`config.mk`:
```
export PLATFORM = sky130hd
export DESIGN_NAME = websocket_frame_deframer_unmask_core_flat
export DESIGN_NICKNAME = d
export VERILOG_FILES = /design/src/hw/rtl/wsdu_pkg.sv /design/src/hw/rtl/wsdu_if.sv /design/src/hw/rtl/wsdu_parse.sv /design/src/hw/rtl/websocket_frame_deframer_unmask_core.sv /design/src/flat_wrapper.sv
export SDC_FILE = /design/constraint.sdc
export NUM_CORES = 1
export LEC_CHECK = 0
export BUFFER_PORTS_ARGS = -buffer_cell sky130_fd_sc_hd__buf_2
export CAP_MARGIN = 10
export CORE_AREA = 4 4 89 91
export DETAILED_ROUTE_END_ITERATION = 10
export DIE_AREA = 0 0 93 95
export PLACE_DENSITY = 0.79
export SYNTH_ARGS = -nofsm -noshare
export SYNTH_HDL_FRONTEND = slang
export SYNTH_SLANG_ARGS = --single-unit
```
`constraint.sdc`:
```
create_clock -name clk -period 2.8 [get_ports clk]
set_clock_uncertainty 0.05 [all_clocks]
set_input_delay 0.14 -clock clk [delete_from_list [all_inputs] [get_ports clk]]
set_output_delay 0.14 -clock clk [all_outputs]
set_load 0.05 [all_outputs]
```
`src/hw/rtl/wsdu_pkg.sv`:
```
package wsdu_pkg;

  typedef enum logic [2:0] {
    PH_HDR0   = 3'd0,
    PH_HDR1   = 3'd1,
    PH_EXTLEN = 3'd2,
    PH_MASK   = 3'd3,
    PH_DATA   = 3'd4,
    PH_CLOSED = 3'd5
  } phase_t;

  localparam int unsigned BYTE_W     = 8;
  localparam int unsigned LEN_W      = 16;
  localparam int unsigned MASK_BYTES = 4;
  localparam int unsigned KEY_W      = BYTE_W * MASK_BYTES;
  localparam int unsigned IDX_W      = $clog2(MASK_BYTES);

  localparam int unsigned MASK_BIT_POS = 7;
  localparam logic [6:0]  LEN_EXT16    = 7'd126;
  localparam logic [6:0]  LEN_EXT64    = 7'd127;
  localparam logic [IDX_W-1:0] HC_LAST_MASK = IDX_W'(MASK_BYTES - 1);
  localparam logic [IDX_W-1:0] HC_LAST_EXT  = IDX_W'(1);

  typedef struct packed {
    phase_t                 phase;
    logic [LEN_W-1:0]       remaining_len;
    logic [KEY_W-1:0]       mask_key;
    logic [IDX_W-1:0]       mask_index;
    logic [IDX_W-1:0]       header_count;
  } parse_state_t;

  typedef struct packed {
    logic              valid;
    logic [BYTE_W-1:0] payload_byte;
    logic              last_in_frame;
    logic              frame_error;
  } parse_result_t;

endpackage

```
`src/hw/rtl/wsdu_if.sv`:
```
interface wsdu_in_if;
  logic       valid;
  logic       ready;
  logic       action;
  logic [7:0] rx_byte;

  modport source (output valid, output action, output rx_byte, input ready);
  modport sink   (input valid, input action, input rx_byte, output ready);
endinterface

interface wsdu_out_if;
  logic       valid;
  logic       ready;
  logic [7:0] payload_byte;
  logic       last_in_frame;
  logic       frame_error;

  modport source (output valid, output payload_byte, output last_in_frame,
                  output frame_error, input ready);
  modport sink   (input valid, input payload_byte, input last_in_frame,
                  input frame_error, output ready);
endinterface

```
`src/hw/rtl/wsdu_parse.sv`:
```
module wsdu_parse
  import wsdu_pkg::*;
(
  input  parse_state_t      st,
  input  logic              action,
  input  logic [BYTE_W-1:0] rx_byte,
  output parse_state_t      st_nxt,
  output parse_result_t     res
);

  logic [6:0]        len;
  logic [BYTE_W-1:0] key_byte;
  logic [LEN_W-1:0]  rem_dec;

  assign len      = rx_byte[6:0];
  assign key_byte = st.mask_key[{st.mask_index, 3'b000} +: BYTE_W];
  assign rem_dec  = st.remaining_len - LEN_W'(1);

  always_comb begin
    st_nxt = st;
    res    = '0;
    if (action) begin
      st_nxt       = '0;
      st_nxt.phase = PH_HDR0;
    end else begin
      case (st.phase)
        PH_HDR0: begin
          st_nxt.phase = PH_HDR1;
        end
        PH_HDR1: begin
          if (len == LEN_EXT64 || !rx_byte[MASK_BIT_POS]) begin
            st_nxt.phase    = PH_CLOSED;
            res.valid       = 1'b1;
            res.frame_error = 1'b1;
          end else begin
            st_nxt.header_count = '0;
            st_nxt.mask_key     = '0;
            if (len == LEN_EXT16) begin
              st_nxt.remaining_len = '0;
              st_nxt.phase         = PH_EXTLEN;
            end else begin
              st_nxt.remaining_len = LEN_W'(len);
              st_nxt.phase         = PH_MASK;
            end
          end
        end
        PH_EXTLEN: begin
          st_nxt.remaining_len = {st.remaining_len[LEN_W-BYTE_W-1:0], rx_byte};
          if (st.header_count == HC_LAST_EXT) begin
            st_nxt.header_count = '0;
            st_nxt.phase        = PH_MASK;
          end else begin
            st_nxt.header_count = HC_LAST_EXT;
          end
        end
        PH_MASK: begin
          st_nxt.mask_key[{st.header_count, 3'b000} +: BYTE_W] =
            st.mask_key[{st.header_count, 3'b000} +: BYTE_W] | rx_byte;
          if (st.header_count == HC_LAST_MASK) begin
            st_nxt.header_count = '0;
            st_nxt.mask_index   = '0;
            st_nxt.phase        = (st.remaining_len == '0) ? PH_HDR0 : PH_DATA;
          end else begin
            st_nxt.header_count = st.header_count + IDX_W'(1);
          end
        end
        PH_DATA: begin
          st_nxt.mask_index    = st.mask_index + IDX_W'(1);
          st_nxt.remaining_len = rem_dec;
          res.valid            = 1'b1;
          res.payload_byte     = rx_byte ^ key_byte;
          res.last_in_frame    = (rem_dec == '0);
          if (rem_dec == '0) begin
            st_nxt.phase = PH_HDR0;
          end
        end
        default: begin
          // link closed: wait for restart
        end
      endcase
    end
  end

endmodule

```
`src/hw/rtl/websocket_frame_deframer_unmask_core.sv`:
```
// Receive-side WebSocket deframer: takes one link byte per item (or a restart
// item), skips the frame header, length and mask bytes, and returns each
// payload byte unmasked with the frame's final byte flagged. A frame with a
// 64-bit length or a clear mask bit gives one error item, after which data
// items are dropped until a restart. The block takes one item every cycle
// while the output is not stalled; an item passes an input register, a
// combinational parse/unmask step, and an output register, from which the
// result is presented until it is accepted.
// Header bytes, zero-length frames and dropped bytes produce no result.
module websocket_frame_deframer_unmask_core
  import wsdu_pkg::*;
(
  input  logic       clk,
  input  logic       rst_n,
  wsdu_in_if.sink    in_ch,
  wsdu_out_if.source out_ch
);

  logic              in_vld_r;
  logic              action_r;
  logic [BYTE_W-1:0] byte_r;

  parse_state_t      st_r;
  parse_state_t      st_nxt;
  parse_result_t     res;

  logic              out_vld_r;
  logic [BYTE_W-1:0] pay_r;
  logic              last_r;
  logic              err_r;

  logic              out_free;
  logic              fire;
  logic              in_take;

  assign out_free = !out_vld_r || out_ch.ready;
  assign fire     = in_vld_r && out_free;
  assign in_take  = in_ch.valid && in_ch.ready;

  assign in_ch.ready = !in_vld_r || fire;

  wsdu_parse u_parse (
    .st      (st_r),
    .action  (action_r),
    .rx_byte (byte_r),
    .st_nxt  (st_nxt),
    .res     (res)
  );

  always_ff @(posedge clk) begin
    if (!rst_n) begin
      in_vld_r <= 1'b0;
    end else if (in_ch.ready) begin
      in_vld_r <= in_ch.valid;
    end
  end

  always_ff @(posedge clk) begin
    if (in_take) begin
      action_r <= in_ch.action;
      byte_r   <= in_ch.rx_byte;
    end
  end

  always_ff @(posedge clk) begin
    if (!rst_n) begin
      st_r <= '{phase: PH_HDR0, default: '0};
    end else if (fire) begin
      st_r <= st_nxt;
    end
  end

  always_ff @(posedge clk) begin
    if (!rst_n) begin
      out_vld_r <= 1'b0;
    end else if (out_free) begin
      out_vld_r <= fire && res.valid;
    end
  end

  always_ff @(posedge clk) begin
    if (fire && res.valid) begin
      pay_r  <= res.payload_byte;
      last_r <= res.last_in_frame;
      err_r  <= res.frame_error;
    end
  end

  assign out_ch.valid         = out_vld_r;
  assign out_ch.payload_byte  = pay_r;
  assign out_ch.last_in_frame = last_r;
  assign out_ch.frame_error   = err_r;

  a_err_clean: assert property (@(posedge clk) disable iff (!rst_n)
    out_vld_r && err_r |-> pay_r == '0 && !last_r)
    else $error("error item carries payload data");

  a_restart: assert property (@(posedge clk) disable iff (!rst_n)
    fire && action_r |=> st_r.phase == PH_HDR0 && st_r.remaining_len == '0)
    else $error("restart did not clear parser state");

  a_data_len: assert property (@(posedge clk) disable iff (!rst_n)
    st_r.phase == PH_DATA |-> st_r.remaining_len != '0)
    else $error("data phase with no bytes left");

  a_no_drop: assert property (@(posedge clk) disable iff (!rst_n)
    out_vld_r && !out_ch.ready |-> !fire)
    else $error("item processed while result is stalled");

endmodule

```
`src/flat_wrapper.sv`:
```
// flat-port wrapper written by rule: the top's interface ports become plain ports
module websocket_frame_deframer_unmask_core_flat import wsdu_pkg::*;
  (clk, rst_n, in_ch_valid, in_ch_action, in_ch_rx_byte, in_ch_ready, out_ch_valid, out_ch_payload_byte, out_ch_last_in_frame, out_ch_frame_error, out_ch_ready);
  wsdu_in_if in_ch_i ();
  wsdu_out_if out_ch_i ();
  input  logic clk;
  input  logic rst_n;
  input wire logic [$bits(in_ch_i.valid)-1:0] in_ch_valid;
  input wire logic [$bits(in_ch_i.action)-1:0] in_ch_action;
  input wire logic [$bits(in_ch_i.rx_byte)-1:0] in_ch_rx_byte;
  output wire logic [$bits(in_ch_i.ready)-1:0] in_ch_ready;
  output wire logic [$bits(out_ch_i.valid)-1:0] out_ch_valid;
  output wire logic [$bits(out_ch_i.payload_byte)-1:0] out_ch_payload_byte;
  output wire logic [$bits(out_ch_i.last_in_frame)-1:0] out_ch_last_in_frame;
  output wire logic [$bits(out_ch_i.frame_error)-1:0] out_ch_frame_error;
  input wire logic [$bits(out_ch_i.ready)-1:0] out_ch_ready;
  assign in_ch_i.valid = in_ch_valid;
  assign in_ch_i.action = in_ch_action;
  assign in_ch_i.rx_byte = in_ch_rx_byte;
  assign in_ch_ready = in_ch_i.ready;
  assign out_ch_valid = out_ch_i.valid;
  assign out_ch_payload_byte = out_ch_i.payload_byte;
  assign out_ch_last_in_frame = out_ch_i.last_in_frame;
  assign out_ch_frame_error = out_ch_i.frame_error;
  assign out_ch_i.ready = out_ch_ready;
  websocket_frame_deframer_unmask_core u_core (.clk(clk), .rst_n(rst_n), .in_ch(in_ch_i), .out_ch(out_ch_i));
endmodule
```
## Word-level counts from Yosys, hierarchy flattened

Index checks and enable logic that the tools add are counted.

- Bits in read-only memories: 0
- Memories: 0
- Output and inout bits: 12
- Input bits: 13
- Latch bits: 0
- Register bits after elaboration: 76
- RAM bits: 0

- Bitwise gates (word level): 4
- $mul: 0
- Reductions and logical operators: 24
- Order comparisons: 0
- Equality and inequality tests: 12
- Multiplexer cells: 23
- Divide/modulo/power cells: 0
- Shift operators: 4
- Add/sub/neg operators: 4

Operator list:

| operator | number |
|---|---|
| $pmux W32 S2 | 1 |
| $shiftx A32 B6 Y8 | 2 |
| $mux W55 | 1 |
| $mux W48 | 1 |
| $pmux W16 S3 | 1 |
| $bwmux W32 | 1 |
| $logic_not A16 Y1 | 2 |
| $shift A8 B7 Y32 const A | 1 |
| $shiftx A8 B7 Y32 | 1 |
| $mux W17 | 1 |
| $sub A16 B1 Y16 const B | 1 |
| $mux W3 | 5 |
| $pmux W3 S5 | 1 |
| $eq A7 B7 Y1 const B | 2 |
| $ne A3 B2 Y1 const B | 4 |
| $reduce_and A3 Y1 | 4 |
| $mux W11 | 1 |
| $mux W9 | 1 |
| $or A8 B8 Y8 | 1 |
| $reduce_bool A4 Y1 | 2 |
| $xor A8 B8 Y8 | 1 |
| $neg A5 Y7 | 1 |
| $eq A3 B2 Y1 const B | 2 |
| $mux W2 | 3 |
| 18 further kinds | 30 |

## Depth between registers and ports, before layout

Gate-level depths: netlist (run 1).

- Depth after elaboration: 6
- Gate-level depth with buffers: 9

## Modules after synthesis

A second synthesis (run 1) with hierarchy kept.

- Cells, all modules: 603
- Area, all modules: 5180.0 µm²

By module, submodules not included:

| module | cells an instance | sequential area each (µm²) | instances | area an instance (µm²) |
|---|---|---|---|---|
| websocket_frame_deframer_unmask_core | 269 | 1711.6 | 1 | 2919.0 |
| wsdu_parse | 334 | 0.0 | 1 | 2260.9 |

## Worst setup path after synthesis (run 1)

Ideal clock, no wire load.

- Path type: register to register
- Start: register u_core.st_r[36] in the netlist's numbering
- End: register u_core.st_r[54] in the netlist's numbering
- Cell stages (with the launch flop): 8
- Slack: 0.493 ns
- Buffers on the path: 1
- Arrival time: 2.142 ns
- Library setup time: 0.115 ns
- Clock period less this slack: 2.307 ns
- Path through: dfxtp_1 > inv_1 > ha_1 > clkbuf_1 > or4b_2 > a21o_1 > a211o_1 > o21ba_1

- Word-level cells in the longest chain between the ends: 5
- Elaborated cells between the ends (all ways): 9
- Those cells by class: 1 x add/sub; 1 x eq/ne; 4 x mux; 3 x reduce/logical

Ends and longest elaborated chain:

| item | RTL line | source |
|---|---|---|
| start: declaration | websocket_frame_deframer_unmask_core.sv:23 | `parse_state_t st_r;` |
| start signal: assignment | websocket_frame_deframer_unmask_core.sv:69 | `st_r <= st_nxt;` |
| branches (longest 5 deep; another with $sub A16 B1 Y16) | -- |  |

Parallel ways; which one is timed is not known. The select of a mux whose other input is x is not followed.
A chain may end at the register's enable or synchronous reset.

## Final worst setup path (run 1)

Ends and elaborated chain as after synthesis.

==> metrics.md, run 1 <==
| Metric | Value |
|---|---|
| Outcome | `complete, no violations` |
| Pre-CTS setup slack | `0.410 ns` |
| CP top delay family | `compound AO/OA/AOI/OAI gates` |
| Tmin final | `2.42 ns` |
| Routed via count | `3,922` |
| Crit. End Element | `flop` |
| Drt first-iter violations | `305` |
| Area of the multi-input gates | `2400 µm²` |
| Mapped Cells | `487` |
| Worst skew pair latency | `0.36 ns` |
| Max Root-Sink Buffers | `2` |
| Nets@finish | `544` |
| DRC | `0` |
| Area leader, netlist | `dfxtp_1` |
| Synth top area share | `26.6%` |
| Core box area | `7140 µm²` |
| CP Max Fanout | `11` |
| Max Fclk | `0.414 GHz` |
| CTS buffer count | `9` |
| CTS root buf | `clkbuf_8` |
| Worst path bufs/invs | `1` |
| First-pass GRT wire length | `18,700 µm` |
| Total wire length | `11,800 µm` |
| DIE WIDTH | `93 µm` |
| Syn_area_per_cell | `8.81 µm²` |
| PortBufs | `24` |
| Vias in the first global route | `3,838` |
| FF+latch count, synth | `76` |
| Number of flops mapped to enable cells by yosys | `19` |
| Via density | `6.27` |
| Setup CP Type | `flop to flop` |
| Die Y | `95 µm` |
| Hold Crit Class | `input port to flop` |
| Gpl congestion | `0.936` |
| Non-Filler Instances | `626` |
| GRT Total Usage | `27.6%` |
| Crit-path max cell delay | `0.46 ns` |
| Ant. Diodes | `0` |
| CTS sink cnt | `76` |
| Post-route ant nets | `0` |
| Gr ovfl total | `0` |
| DR WL/cell | `18.8 µm` |
| Power Dens Cells | `513 nW/µm²` |
| Worst Setup Start Kind | `flop` |
| Share of layout cells above drive strength 1 | `18.4%` |
| Period utilization | `86.3%` |
| Reg area | `1710 µm²` |
| RSZ-0062 raised after global routing | `no` |
| Fillers | `602` |
| TritonCTS clock tree | `done` |
| Leak Pwr | `1.73 nW` |
| Largest net degree at the start of global routing | `47` |
| Most frequent cells in the layout | `dfxtp_1 (57), nand2_1 (55), o21ai_0 (50)` |
| Ys async rst share | `0%` |
| Starting Density | `60.1%` |
| Die area | `8840 µm²` |
| Worst slew margin | `43.7%` |
| Drt first pass iters | `5` |
| Max-slew violation count | `0` |
| CP max-delay cell | `dfxtp_1` |
| H-tree Lvls | `3` |
| Critical Path RT | `3.00 ns` |
| Post-synthesis sequential area ratio | `39.9%` |
| Total Neg Setup Slack | `0 ns` |
| Most used DFF post-synth | `dfxtp_1` |
| Commonest non-fill, non-tap cell in the layout | `dfxtp_1` |
| Initial antenna violation count | `0` |
| Cell chain of the critical path | `inv_1 > ha_1 > o21ba_2 > nor2b_1 > o311ai_0 > nand4_1 > a211o_1 > o21ba_1` |
| Crit path DAT | `2.62 ns` |
| Reg clk slew, reported paths | `0.08 ns` |
| Max cap viols | `0` |
| DP Wirelength | `8080 µm` |
| Endpoints failing setup | `0` |
| Io pins | `25` |
| Syn_nets | `509` |
| Post-synth cell types | `58` |
| Worst slew pin tran | `0.836 ns` |
| Synth area leaders | `dfxtp_1 (27%), edfxtp_1 (13%), mux4_2 (8.4%)` |
| VDD IR max | `0.465 mV` |
| Yosys warns | `0` |
| Area growth syn-to-layout | `14.4%` |
| Placed cell count | `600` |
| Placement row count | `31` |
| Hold Vio Cnt, Final | `0` |
| Post-route setup slack | `0.384 ns` |
| Synth Cell Area | `4290 µm²` |
| Total power | `2.52 mW` |
## final timing paths
check	startpoint	endpoint	slack [ns]	cells past startpoint
hold reg to reg	u_core.st_r[22]	u_core.st_r[22]	0.44	2
setup reg to reg	u_core.st_r[36]	u_core.st_r[54]	0.38	8
hold / removal	rst_n	u_core.st_r[53]	0.05	2
setup / recovery	u_core.st_r[36]	u_core.st_r[54]	0.38	8
## cells in the mapped netlist, types with 6 or more instances
cell type and count:
a21oi_1 13, a22oi_1 8, buf_1 6, clkbuf_1 23
dfxtp_1 57, edfxtp_1 19, ha_1 9, inv_1 13
mux4_2 16, nand2_1 55, nand3_1 47, nand4_1 6
nor2_1 33, nor2b_1 12, nor3_1 11, o21ai_0 50
o31ai_1 6, or2_2 9, xnor2_1 13, xor2_1 6
## layer usage
layer | global-route usage [%] | vias up | routed length [µm]
met5 | 0 | - | 0
met3 | 4.54 | 43 | 825
met2 | 47.5 | 193 | 5920
met4 | 14.5 | 0 | 453
met1 | 33.2 | 1854 | 4600
li1 | - | 1832 | -
## through the flow
| step | hold slack [ns] | cell area [µm²] | util, % |
|---|---|---|---|
| after floorplan | 0.189 | 4290 | - |
| after global placement | 0.267 | 4570 | 64.1 |
| after detailed placement | 0.268 | 4570 | 64.1 |
| after CTS | 0.0404 | 4910 | 68.8 |
| after global routing | 0.0580 | 4910 | 68.8 |
| final | 0.0514 | 4910 | 68.8 |
## layout make-up
| cell class | instances | area share (%) |
|---|---|---|
| clock buffer | 11 | 3.11 |
| clock inverter | 5 | 1.68 |
| inverter | 13 | 0.994 |
| multi-input combinational | 365 | 48.8 |
| sequential | 76 | 34.9 |
| tap | 99 | 2.52 |
| timing repair buffer | 57 | 8.00 |
## logic make-up after synthesis
group           share of synthesized area, %
simple gates                            23.7
fa+ha+maj                               2.62
compound gates                          16.7
flops                                   39.9
xor+xnor                                3.88
mux                                     8.92
buf+inv                                 4.29
## power breakdown
part	total [mW]	internal, mW	switching (mW)
Sequential	1.19	1.15	0.0399
Combinational	0.341	0.138	0.203
Clock	0.992	0.560	0.432
## registers in the layout, indices dropped and copies added, names as in the netlist
name and cells:
u_core.out_ch.last_in_frame 1, u_core.byte_r 8, u_core.st_r 55, u_core.out_ch.payload_byte 8, u_core.in_vld_r 1, u_core.action_r 1
u_core.out_ch.frame_error 1, u_core.out_ch.valid 1
## repair_timing
item / in CTS / in global routing
endpoints found under the hold margin: 10 / 0
buffers inserted: 0 / 0
gates resized for setup: 0 / 0
hold buffers: 10 / 0
(Power assumes the default switching activity.)
==> inputs of run 2 (changes only) <==
- CORE_AREA: 4 4 89 91 -> 4 4 88 90
- CTS_BUF_LIST: unset -> sky130_fd_sc_hd__clkbuf_2 sky130_fd_sc_hd__clkbuf_4 sky130_fd_sc_hd__clkbuf_8
- DIE_AREA: 0 0 93 95 -> 0 0 92 94
- PLACE_DENSITY: 0.79 -> 0.8
==> run 2 against run 1 <==
  * Clock power down 4.9%
  * Sequential share of layout area grew 0.40 points
  * Cell count down 0.80%
  * Global-route usage down 0.064 points
  * Cell area is 1.1% lower
  * Die area decreased by 2.1%
  * Combinational power decreased by 5%
  * Sequential power about the same
  * Flip-flop and latch count stayed put
  * Via count down 1.1%
  * First-iteration DRC count increased by 44%
  * Setup slack better by 0.0013 ns
==> metrics.md, run 2 (synthesized netlist as in run 1, its figures left out) <==
| Metric | Value |
|---|---|
| Fin util | `68.8% (about the same)` |
| DIE WIDTH | `92 µm (was 93 µm)` |
| Cell chain of the critical path | `inv_1 > ha_1 > or4b_2 > a21o_1 > a211o_1 > o21ba_1 (was inv_1 > ha_1 > o21ba_2 > nor2b_1 > o311ai_0 > nand4_1 > a211o_1 > o21ba_1)` |
| Drt first pass iters | `7 (was 5)` |
| FF-to-FF Start | `u_core.st_r[36] (unchanged)` |
| Initial antenna violation count | `0 (unchanged)` |
| RSZ-0062 raised after global routing | `no (unchanged)` |
| Min-delay src | `in_ch_valid (was rst_n)` |
| DP Wirelength | `8170 µm (was 8080 µm)` |
| Most flops, register | `u_core.st_r (unchanged)` |
| Worst slew pin tran | `0.860 ns (was 0.836 ns)` |
| Max-slew violation count | `0 (unchanged)` |
| Crit path DAT | `2.62 ns (about the same)` |
| Drt first-iter violations | `438 (was 305)` |
| Area growth syn-to-layout | `13.1% (was 14.4%)` |
| Gr ovfl total | `0 (unchanged)` |
| CTS buffer count | `9 (unchanged)` |
| Hold depth | `3 (was 2)` |
| First-pass GRT wire length | `18,500 µm (was 18,700 µm)` |
| DRC | `0 (unchanged)` |
| FF-to-FF setup slack | `0.39 ns (was 0.38 ns)` |
| Starting Density | `60.8% (was 60.1%)` |
| Period utilization | `86.2% (was 86.3%)` |
| Ant. Diodes | `0 (unchanged)` |
| PortBufs | `24 (unchanged)` |
| Vias in the first global route | `3,682 (was 3,838)` |
| Nets@finish | `539 (was 544)` |
| VDD IR max | `0.385 mV (was 0.465 mV)` |
| GRT Total Usage | `27.5% (was 27.6%)` |
| Hold Crit Class | `input port to flop (unchanged)` |
| Sequential share of power | `48.6% (was 47.1%)` |
| Total power | `2.46 mW (was 2.52 mW)` |
| Power Dens Cells | `507 nW/µm² (was 513 nW/µm²)` |
| Largest register FFs | `55 (unchanged)` |
| Hold EP | `u_core.in_vld_r (was u_core.st_r[53])` |
| Pre-CTS setup slack | `0.417 ns (was 0.410 ns)` |
| Die Y | `94 µm (was 95 µm)` |
| CP Max Fanout | `11 (unchanged)` |
| Switch share | `27.2% (was 26.8%)` |
| Commonest non-fill, non-tap cell in the layout | `dfxtp_1 (unchanged)` |
| H-tree Lvls | `3 (unchanged)` |
| Routed via count | `3,877 (was 3,922)` |
| Setup CP Type | `flop to flop (unchanged)` |
| Tmin final | `2.41 ns (was 2.42 ns)` |
| Post-route ant nets | `0 (unchanged)` |
| Reg2Reg Capture Point | `u_core.st_r[54] (unchanged)` |
| Crit-path max cell delay | `0.67 ns (was 0.46 ns)` |
| CTS root buf | `clkbuf_8 (unchanged)` |
| Most frequent cells in the layout | `dfxtp_1 (57), nand2_1 (55), o21ai_0 (50) (unchanged)` |
| Net load switching power | `670 µW (was 675 µW)` |
| DR WL/cell | `18.5 µm (was 18.8 µm)` |
| Via density | `6.24 (was 6.27)` |
| Gpl congestion | `0.974 (was 0.936)` |
| Share of layout cells above drive strength 1 | `18.0% (was 18.4%)` |
| Hold Vio Cnt, Final | `0 (unchanged)` |
| Total Neg Setup Slack | `0 ns (unchanged)` |
| Endpoints failing setup | `0 (unchanged)` |
| Core box area | `7060 µm² (was 7140 µm²)` |
| Post-route setup slack | `0.386 ns (was 0.384 ns)` |
| Io pins | `25 (unchanged)` |
| Worst slew margin | `42.6% (was 43.7%)` |
| Leak Pwr | `1.69 nW (was 1.73 nW)` |
| Max Fclk | `0.414 GHz (about the same)` |
| Reg clk slew, reported paths | `0.08 ns (about the same)` |
| Total wire length | `11,500 µm (was 11,800 µm)` |
| Max Root-Sink Buffers | `2 (unchanged)` |
| Worst-case reg-to-reg path depth | `6 (was 8)` |
| Internal power | `1.79 mW (was 1.84 mW)` |
| Worst skew pair latency | `0.35 ns (was 0.36 ns)` |
| Placement row count | `31 (unchanged)` |
| Largest net degree at the start of global routing | `39 (was 47)` |
| CTS sink cnt | `76 (unchanged)` |
| Clk pwr share | `38.3% (was 39.4%)` |
| Die area | `8650 µm² (was 8840 µm²)` |
| Worst Setup Start Kind | `flop (unchanged)` |
| Crit. End Element | `flop (unchanged)` |
| CP max-delay cell | `or4b_2 (was dfxtp_1)` |
| Outcome | `complete, no violations (unchanged)` |
| TritonCTS clock tree | `done (unchanged)` |
| Post-CTS Repair Setup Buffers | `0 (unchanged)` |
| Critical Path RT | `3.00 ns (about the same)` |
| Max cap viols | `0 (unchanged)` |
| Comb pwr share | `13.1% (was 13.5%)` |
run 2: changes by cell type in the layout (fill, tap and decap cells not counted):
| cell | change |
|---|---|
| inv_6 | -1 |
| clkbuf_1 | -1 |
| clkbuf_4 | +1 |
| buf_4 | -4 |
| clkbuf_16 | -1 |
| clkinvlp_4 | +2 |
| dlygate4sd3_1 | -1 |
run 2: area by class of cell:
cell class	count	area (µm²)
Multi-Input combinational cell	365	2400
Fill cell	549	2210
Sequential cell	76	1710
Timing Repair Buffer	52	353
Clock buffer	10	131
Tap cell	99	124
Clock inverter	6	88.8
Inverter	13	48.8
run 2: timing repair:
item | 4_1_cts | 5_1_grt
gates resized for setup | 0 | 0
hold endpoints to repair | 9 | 0
hold buffers | 9 | 0
run 2: worst max-delay path: cells and delay by family, from the launching register on:
kind	cells	cell delay, ns
AO/OA/AOI/OAI	3	0.70
adder cells (fa/ha/maj)	1	0.35
buffers and inverters	1	0.10
flip-flops	1	0.45
AND/OR/NAND/NOR	1	0.67
run 2: worst max-delay path by stage:
stage / from / to / slack (ns) / cells past startpoint
floorplan: u_core.st_r[36] / u_core.st_r[54] / 0.49 / 7
detailed placement: u_core.st_r[36] / u_core.st_r[54] / 0.42 / 6
global route: u_core.st_r[0] / u_core.st_r[14] / 0.1 / 8
global placement: u_core.st_r[36] / u_core.st_r[54] / 0.44 / 6
CTS: u_core.st_r[36] / u_core.st_r[54] / 0.40 / 6
finish: u_core.st_r[36] / u_core.st_r[54] / 0.39 / 6
run 2: power by group through the flow:
| stage | Combinational [mW] | Clock (mW) | Sequential (mW) |
|---|---|---|---|
| after CTS | 0.316 | 0.945 | 1.19 |
| after detailed placement | 0.306 | 0 | 1.22 |
| after floorplan | 0.237 | 0 | 1.20 |
| final | 0.323 | 0.943 | 1.19 |
| after global routing | 0.354 | 0.989 | 1.20 |
| after global placement | 0.306 | 0 | 1.22 |
run 2: layer usage:
layer	vias up	global-route usage, %	wire length (µm)
met2	208	46.9	5760
met5	-	0	0
met4	0	10.5	314
met3	43	4.81	918
met1	1799	35.0	4520
li1	1827	-	-
run 2: per-stage QoR:
stage / std cells / hold slack, ns / area, µm²
CTS: 621 / 0.000452 / 4850
detailed placement: 596 / 0.270 / 4540
global placement: 596 / 0.268 / 4540
finish: 621 / 0.0115 / 4850
floorplan: 487 / 0.189 / 4290
global route: 621 / 0.0178 / 4850
==> inputs of run 3 (changes only) <==
- CTS_CLUSTER_SIZE: unset -> 28
- HOLD_SLACK_MARGIN: unset -> 0.02
- PLACE_DENSITY: 0.8 -> 0.87
==> run 3 against run 2 <==
  * Sequential power about the same
  * Critical path depth unchanged
  * Die area unchanged
  * Register-to-register slack got worse by 0.09 ns
  * Cell area about the same
  * Clock power about the same
  * Setup slack got worse by 0.088 ns
  * Combinational power increased by 4%
  * Fmax decreased by 3.5%
  * Flip-flop and latch count unchanged
  * Critical endpoint is now u_core.st_r[38]
==> metrics.md, run 3 (synthesized netlist as in run 1, its figures left out) <==
| Metric | Value |
|---|---|
| Worst slew pin tran | `0.908 ns (was 0.860 ns)` |
| CTS root buf | `clkbuf_8 (unchanged)` |
| Core box area | `7060 µm² (unchanged)` |
| Pre-CTS setup slack | `0.411 ns (was 0.417 ns)` |
| CTS sink cnt | `76 (unchanged)` |
| Crit path DAT | `2.72 ns (was 2.62 ns)` |
| DP Wirelength | `8220 µm (was 8170 µm)` |
| Fillers | `514 (was 549)` |
| Hold Vio Cnt, Final | `0 (unchanged)` |
| Setup CP Type | `flop to flop (unchanged)` |
| VDD IR max | `0.359 mV (was 0.385 mV)` |
| Ant. Diodes | `0 (unchanged)` |
| Worst slew margin | `38.8% (was 42.6%)` |
| Period utilization | `89.3% (was 86.2%)` |
| Via density | `6.36 (was 6.24)` |
| Hold Crit Class | `input port to flop (unchanged)` |
| Max-slew violation count | `0 (unchanged)` |
| Total wire length | `12,000 µm (was 11,500 µm)` |
| Nets@finish | `539 (unchanged)` |
| Tmin final | `2.50 ns (was 2.41 ns)` |
| Io pins | `25 (unchanged)` |
| Max Fclk | `0.400 GHz (was 0.414 GHz)` |
| Drt first pass iters | `8 (was 7)` |
| Power Dens Cells | `510 nW/µm² (was 507 nW/µm²)` |
| Critical Path RT | `3.02 ns (was 3.00 ns)` |
| Outcome | `complete, no violations (unchanged)` |
| Post-route setup slack | `0.298 ns (was 0.386 ns)` |
| Initial antenna violation count | `0 (unchanged)` |
| Vias in the first global route | `3,883 (was 3,682)` |
| Final Hold Slack | `0.102 ns (was 0.0115 ns)` |
| Crit. End Element | `flop (unchanged)` |
| Max Root-Sink Buffers | `2 (unchanged)` |
| Most flops, register | `u_core.st_r (unchanged)` |
| Routed via count | `3,947 (was 3,877)` |
| Worst skew pair latency | `0.36 ns (was 0.35 ns)` |
| Reg clk slew, reported paths | `0.08 ns (about the same)` |
| Worst Setup Start Kind | `flop (unchanged)` |
| Crit-path max cell delay | `0.57 ns (was 0.67 ns)` |
| Largest register FFs | `55 (unchanged)` |
| Max cap viols | `0 (unchanged)` |
| Gpl congestion | `0.984 (was 0.974)` |
| TritonCTS clock tree | `done (unchanged)` |
| Endpoints failing setup | `0 (unchanged)` |
| H-tree Lvls | `3 (unchanged)` |
| CP Max Fanout | `12 (was 11)` |
| CTS buffer count | `9 (unchanged)` |
| Gr ovfl total | `0 (unchanged)` |
| GRT Total Usage | `28.7% (was 27.5%)` |
| Die area | `8650 µm² (unchanged)` |
| DIE WIDTH | `92 µm (unchanged)` |
| Starting Density | `60.8% (unchanged)` |
| CP max-delay cell | `dfxtp_1 (was or4b_2)` |
| Placement row count | `31 (unchanged)` |
| Leak Pwr | `1.70 nW (was 1.69 nW)` |
| Largest net degree at the start of global routing | `33 (was 39)` |
| Drt first-iter violations | `469 (was 438)` |
| Post-route ant nets | `0 (unchanged)` |
| RSZ-0062 raised after global routing | `no (unchanged)` |
| Most frequent cells in the layout | `dfxtp_1 (57), nand2_1 (55), o21ai_0 (50) (unchanged)` |
| DR WL/cell | `19.4 µm (was 18.5 µm)` |
| Total Neg Setup Slack | `0 ns (unchanged)` |
| Cell chain of the critical path | `nand2b_1 > nor3_1 > a21oi_1 > o21a_1 > nand2_1 > o21ai_0 (was inv_1 > ha_1 > or4b_2 > a21o_1 > a211o_1 > o21ba_1)` |
| Area growth syn-to-layout | `13.1% (about the same)` |
| Die Y | `94 µm (unchanged)` |
| First-pass GRT wire length | `19,200 µm (was 18,500 µm)` |
| Post-cts gate resize count | `0 (unchanged)` |
| Share of layout cells above drive strength 1 | `17.8% (was 18.0%)` |
| DRC | `0 (unchanged)` |
| Commonest non-fill, non-tap cell in the layout | `dfxtp_1 (unchanged)` |
| PortBufs | `24 (unchanged)` |
==> run 3: cell count changes in the layout (fill, tap and decap cells not counted) <==
cell	previous run	this run
dlygate4sd3_1	9	10
inv_6	0	1
buf_4	19	18
clkinvlp_4	2	0
clkinv_2	1	2
==> run 3: worst paths after layout <==
path / startpoint / end / slack [ns] / depth (start not counted)
setup / recovery: u_core.st_r[54] / u_core.st_r[38] / 0.30 / 6
hold / removal: out_ch_ready / u_core.out_ch.valid / 0.10 / 3
setup reg to reg: u_core.st_r[54] / u_core.st_r[38] / 0.30 / 6
hold reg to reg: u_core.st_r[13] / u_core.st_r[13] / 0.44 / 2
==> run 3: timing repair <==
item	4_1_cts	5_1_grt
hold buffers	10	0
buffers inserted	0	0
endpoints found under the hold margin	10	0
==> run 3: critical path: cells and delay by family, from the launching register on <==
family / cells / cell delay, ns
AOI/OAI and AO/OA: 3 / 1.02
and+or+nand+nor: 3 / 0.77
DFF: 1 / 0.57
==> run 3: per-stage QoR <==
step | cells | power [mW] | instance area (µm²) | utilization (%)
final | 621 | 2.47 | 4850 | 68.8
after floorplan | 487 | 1.43 | 4290 | -
after global routing | 621 | 2.55 | 4850 | 68.8
after CTS | 621 | 2.47 | 4850 | 68.8
after global placement | 595 | 1.52 | 4540 | 64.3
after detailed placement | 595 | 1.53 | 4540 | 64.3
==> run 3: routing by layer <==
metal  vias up  part of all wire [%]  global-route usage [%]
met1      1885                    37                    34.1
met4         0                   4.0                    13.6
met5         -                     0                       0
li1       1832                     -                       -
met3        47                   7.4                    5.61
met2       183                    52                    50.1
==> run 3: power by group <==
group	leakage, nW	total (mW)	internal, mW	switching (mW)
Clock	0.114	0.945	0.514	0.431
Combinational	0.953	0.335	0.134	0.201
Sequential	0.632	1.19	1.15	0.0479
==> run 3: layout make-up <==
cell class              instances  area (µm²)  share of cell area (%)
clock inverters                 6        87.6                    1.80
well taps                      99         124                    2.55
inverters                      13        48.8                    1.01
multi-input cells             365        2400                    49.4
flip-flops and latches         76        1710                    35.3
clock buffers                  10         131                    2.71
repair buffers                 52         355                    7.32
